`config.mk`:
```
export PLATFORM = sky130hd
export DESIGN_NAME = cpi_mul
export DESIGN_NICKNAME = d
export VERILOG_FILES = /design/src/design/cpi_mul.sv
export SDC_FILE = /design/constraint.sdc
export NUM_CORES = 2
export LEC_CHECK = 0
export BUFFER_PORTS_ARGS = -buffer_cell sky130_fd_sc_hd__buf_2
export CORE_MARGIN = 5
export CORE_UTILIZATION = 60
export CTS_BUF_LIST = sky130_fd_sc_hd__clkbuf_8
export CTS_CLUSTER_DIAMETER = 150
export DETAILED_ROUTE_END_ITERATION = 6
export PLACE_DENSITY = 0.81
export RECOVER_POWER = 100
export SYNTH_ARGS = -nofsm -noshare
export SYNTH_HDL_FRONTEND = slang
export SYNTH_SLANG_ARGS = --single-unit
```
`constraint.sdc`:
```
create_clock -name clock -period 6 [get_ports clock]
set_clock_uncertainty 0.1 [all_clocks]
set_input_delay 0.6 -clock clock [delete_from_list [all_inputs] [get_ports clock]]
set_output_delay 0.6 -clock clock [all_outputs]
set_load 0.1 [all_outputs]
```
`src/design/cpi_mul.sv`:
```
// Two-stage unsigned multiplier built from four half-width partial products.
// No dependencies.
module cpi_mul #(
   parameter int WA = 26,
   parameter int WB = 26
) (
   input  logic               clock,
   input  logic [WA-1:0]      a_i,
   input  logic [WB-1:0]      b_i,
   output logic [WA+WB-1:0]   p_o
);
   localparam int LA = (WA + 1) / 2;
   localparam int HA = WA - LA;
   localparam int LB = (WB + 1) / 2;
   localparam int HB = WB - LB;
   localparam int PW = WA + WB;

   logic [LA+LB-1:0] pp_ll_ff, pp_ll_in;
   logic [LA+HB-1:0] pp_lh_ff, pp_lh_in;
   logic [HA+LB-1:0] pp_hl_ff, pp_hl_in;
   logic [HA+HB-1:0] pp_hh_ff, pp_hh_in;
   logic [PW-1:0]    p_ff, p_in;

   always_comb begin
      pp_ll_in = (LA+LB)'(a_i[LA-1:0]) * (LA+LB)'(b_i[LB-1:0]);
      pp_lh_in = (LA+HB)'(a_i[LA-1:0]) * (LA+HB)'(b_i[WB-1:LB]);
      pp_hl_in = (HA+LB)'(a_i[WA-1:LA]) * (HA+LB)'(b_i[LB-1:0]);
      pp_hh_in = (HA+HB)'(a_i[WA-1:LA]) * (HA+HB)'(b_i[WB-1:LB]);
      p_in = (PW'(pp_hh_ff) << (LA + LB)) + (PW'(pp_hl_ff) << LA)
           + (PW'(pp_lh_ff) << LB) + PW'(pp_ll_ff);
   end

   always_ff @(posedge clock) begin
      pp_ll_ff <= pp_ll_in;
      pp_lh_ff <= pp_lh_in;
      pp_hl_ff <= pp_hl_in;
      pp_hh_ff <= pp_hh_in;
      p_ff     <= p_in;
   end

   assign p_o = p_ff;

endmodule

```
==> impl_metrics.toml <==
[drt]
vias_per_cell = 5.492
vias = 20622
ant_nets = 0
dr.pass1.iters = 7
post-route-drc-count = 0
wirelength_mm = 66.71
drt_iter0_drc = 1447
wl_per_cell_um = 17.77

[logic_synthesis]
ys_ff_latch = 156
synth_edf_count = 0
synth_cells = 3058
yosysTopAreaCell = "fa_1"
ys_seq_area_share_pct = 11.33
syn_avg_cell_area_um2 = 9.015
syn-num-nets = 3932
synth.area.top_cells = "fa_1 37%, ha_1 14%, dfxtp_1 11%"
yosys_warnings = 0
synth_flop_cell = "dfxtp_1"
synth.top_cell.area_share_pct = 37.11
synth.distinct_cells = 66
syn_area_um2 = 27570
async_reset_ff_share_pct = 0

[clocking]
clk_pin_slew_worst_paths_ns = 0.09
cts-root-buf = "clkbuf_8"
htree_levels = 4
cts_resized = 0
cts_hold_buf = 0
cts.sink_count = 156
cts_setup_buffers = 0
clockBufferDepth = 2
clkLatencyLatePin_ns = 0.53
cts_made_buffers = 17
cts_tree = "done"

[die]
core_um2 = 45380
io_pins = 105
dieArea_um2 = 50330
rows = 78
initial_core_util_pct = 60.74
die_height_um = 224.3
die_w_um = 224.3

[sta]
fmax_mhz = 178.2
hold_violations = 0
post-route-period-util_pct = 93.52
setup_viol = 0
slew_headroom_pct = 20.30
setup_tns_ns = 0
worst_pin_slew_ns = 1.201
finalMaxSlewViolations = 0
min_period_ns = 5.611
rsz0062_at_grt = "false"

[hold_path]
hold_depth = 0
hp-class = "reg2reg"
hp-start = "pp_ll_ff[11]"
min_to = "p_o[11]"

[setup_path]
critPathLaunchType = "input port"
r2r_slack_ns = 2.19
critPathCaptureType = "flop"
cpMostUsedCell = "fa_1"
crit_path_top_delay_cell = "clkbuf_1"
rr_endpoint = "p_o[38]"
cp.required_ns = 6.32
slowest_delay_ns = 0.74
ff2ff_path_depth = 11
crit_type = "in2reg"
r2r-start = "pp_ll_ff[14]"
path_cells = "clkbuf_1 > nand2_1 > fa_1 > fa_1 > inv_1 > fa_1 > fa_1 > inv_1 > fa_1 > inv_1 > ha_1 > a21oi_1 > o21ai_0 > a21oi_1 > o21ai_0 > a21boi_0 > o21bai_1 > xor2_1"
cp_top_family = "adder cells"
crit_buf_inv = 4
worstPathMaxFanout = 14
cp.arrival_ns = 5.93

[finish]
design_area_um2 = 29260
area.growth.synth_to_final_pct = 6.155
nFillCells = 3681
nets = 4014
drive_gt1_share_pct = 4.979

[global_routing]
gr-total-overflow = 0
first_global_vias = 22330
antenna_found_initial = 4
grt_pass1_wl_mm = 111.3
track_usage_pct = 27.57
grt_max_degree = 27

[run_status]
status = "finished clean"

[job]
max-cap-violations = 0

[placement]
dpl.hpwl_mm = 55.05
portBuffers = 104
place.gp.congestion = 0.9199
place_area_um2 = 28990
## per-stage QoR
step	std cells	setup WS (ns)	hold slack (ns)	util, %
floorplan	3058	0.3328	0.2096	-
global placement	3721	0.1589	0.2119	63.88
detailed placement	3721	0.06709	0.2147	63.88
CTS	3753	0.6081	0.2306	64.83
global route	3753	0.1897	0.2324	64.47
finish	3755	0.3888	0.2309	64.48
## flip-flops by register name (all words and copies together) (netlist names)
name and flops:
pp_ll_ff 26, pp_hh_ff 26, p_o 52, pp_lh_ff 26, pp_hl_ff 26
## worst reg2reg max path, stage by stage (launching register included)
cell and delay, ns:
dfxtp_1 0.34, fa_1 0.49, ha_1 0.23, inv_1 0.09, fa_1 0.24, and4b_4 0.22, a2111oi_0 0.82, nor3_1 0.21
o31a_1 0.39, a31oi_1 0.32, o31a_1 0.20, xnor2_1 0.11
## worst max path at each step
stage          startpoint      endpoint  slack, ns  cells after the start
2_1_floorplan     b_i[19]  pp_lh_ff[22]       0.33                     19
3_3_place_gp      b_i[17]  pp_hh_ff[19]       0.16                     18
3_5_place_dp      b_i[20]  pp_hh_ff[19]       0.07                     17
4_1_cts           b_i[17]  pp_hh_ff[19]       0.61                     18
5_1_grt           b_i[17]  pp_hh_ff[25]       0.19                     18
6_report          a_i[13]  pp_hl_ff[22]       0.39                     18
## area by class of cell
type,count,area [µm²],share of cell area [%]
antenna,2,5.005,0.01710
clock buffer,17,234.0,0.7996
clock inverter,15,197.7,0.6756
inverter,706,2650,9.056
multi-input combinational,2083,21310,72.81
sequential,156,3123,10.67
tap,600,750.7,2.565
timing repair buffer,176,994.7,3.399
## layer usage
layer | track usage, % | vias up | share of wire [%]
met1 | 36.15 | 10254 | 40
met3 | 5.612 | 167 | 8.4
met5 | 0 | - | 0.042
met4 | 9.153 | 4 | 3.1
met2 | 46.22 | 836 | 48
li1 | - | 9361 | -
## layout by cell type, fill, tap and decap left out, types with 7 or more instances in the layout
master,netlist,final
a211oi_1,15,16
a21o_1,51,51
a21oi_1,84,84
a31oi_1,9,11
and2_0,0,10
and2_1,335,325
and3_1,18,18
buf_2,0,51
buf_4,0,58
clkbuf_1,112,63
clkbuf_8,0,17
dfxtp_1,156,156
fa_1,511,511
ha_1,310,310
inv_1,706,707
nand2_1,396,396
nand2b_1,8,8
nand3_1,18,19
nand4_1,7,7
nor2_1,33,33
nor3_1,18,18
o21a_1,11,11
o21ai_0,38,41
o21bai_1,22,22
xnor2_1,78,78
xor2_1,38,38
## cell families (layout without fill, tap and decap cells)
family          count (synthesis)  in the layout  synth area share, %
compound gates                287            287                7.026
buf+inv                       819            914                11.16
other cells                     0              2                    0
flops                         156            156                11.33
fa+ha+maj                     821            821                51.18
xor+xnor                      117            117                3.745
simple gates                  858            858                15.56
## cell usage after synthesis (2+ instances only)
library cell and n:
a31o_2 5, a31oi_2 2, o211ai_1 6, nor2b_1 6
nand4b_1 2, o21ai_2 3, and2_1 335, xnor2_1 78
a21boi_0 3, nor3_1 18, inv_1 706, and3_1 18
o21ai_0 38, dfxtp_1 156, a2111oi_0 3, nand2b_1 8
nor2_1 33, ha_1 310, a221oi_1 2, o21bai_1 22
o21a_1 11, a31oi_1 9, a21oi_1 84, fa_1 511
a221o_1 2, o31a_1 3, or4_1 2, o21ai_1 2
clkbuf_1 112, a21o_1 51, and4_1 2, or3_1 5
nand2_1 396, nand3_1 18, xor2_1 38, a211o_1 5
a211oi_1 15, nand4_1 7, o22ai_1 2, o31ai_1 3
Power is not shown: default switching activity piles up to over one toggle a cycle in this logic, so the estimate is an artifact.
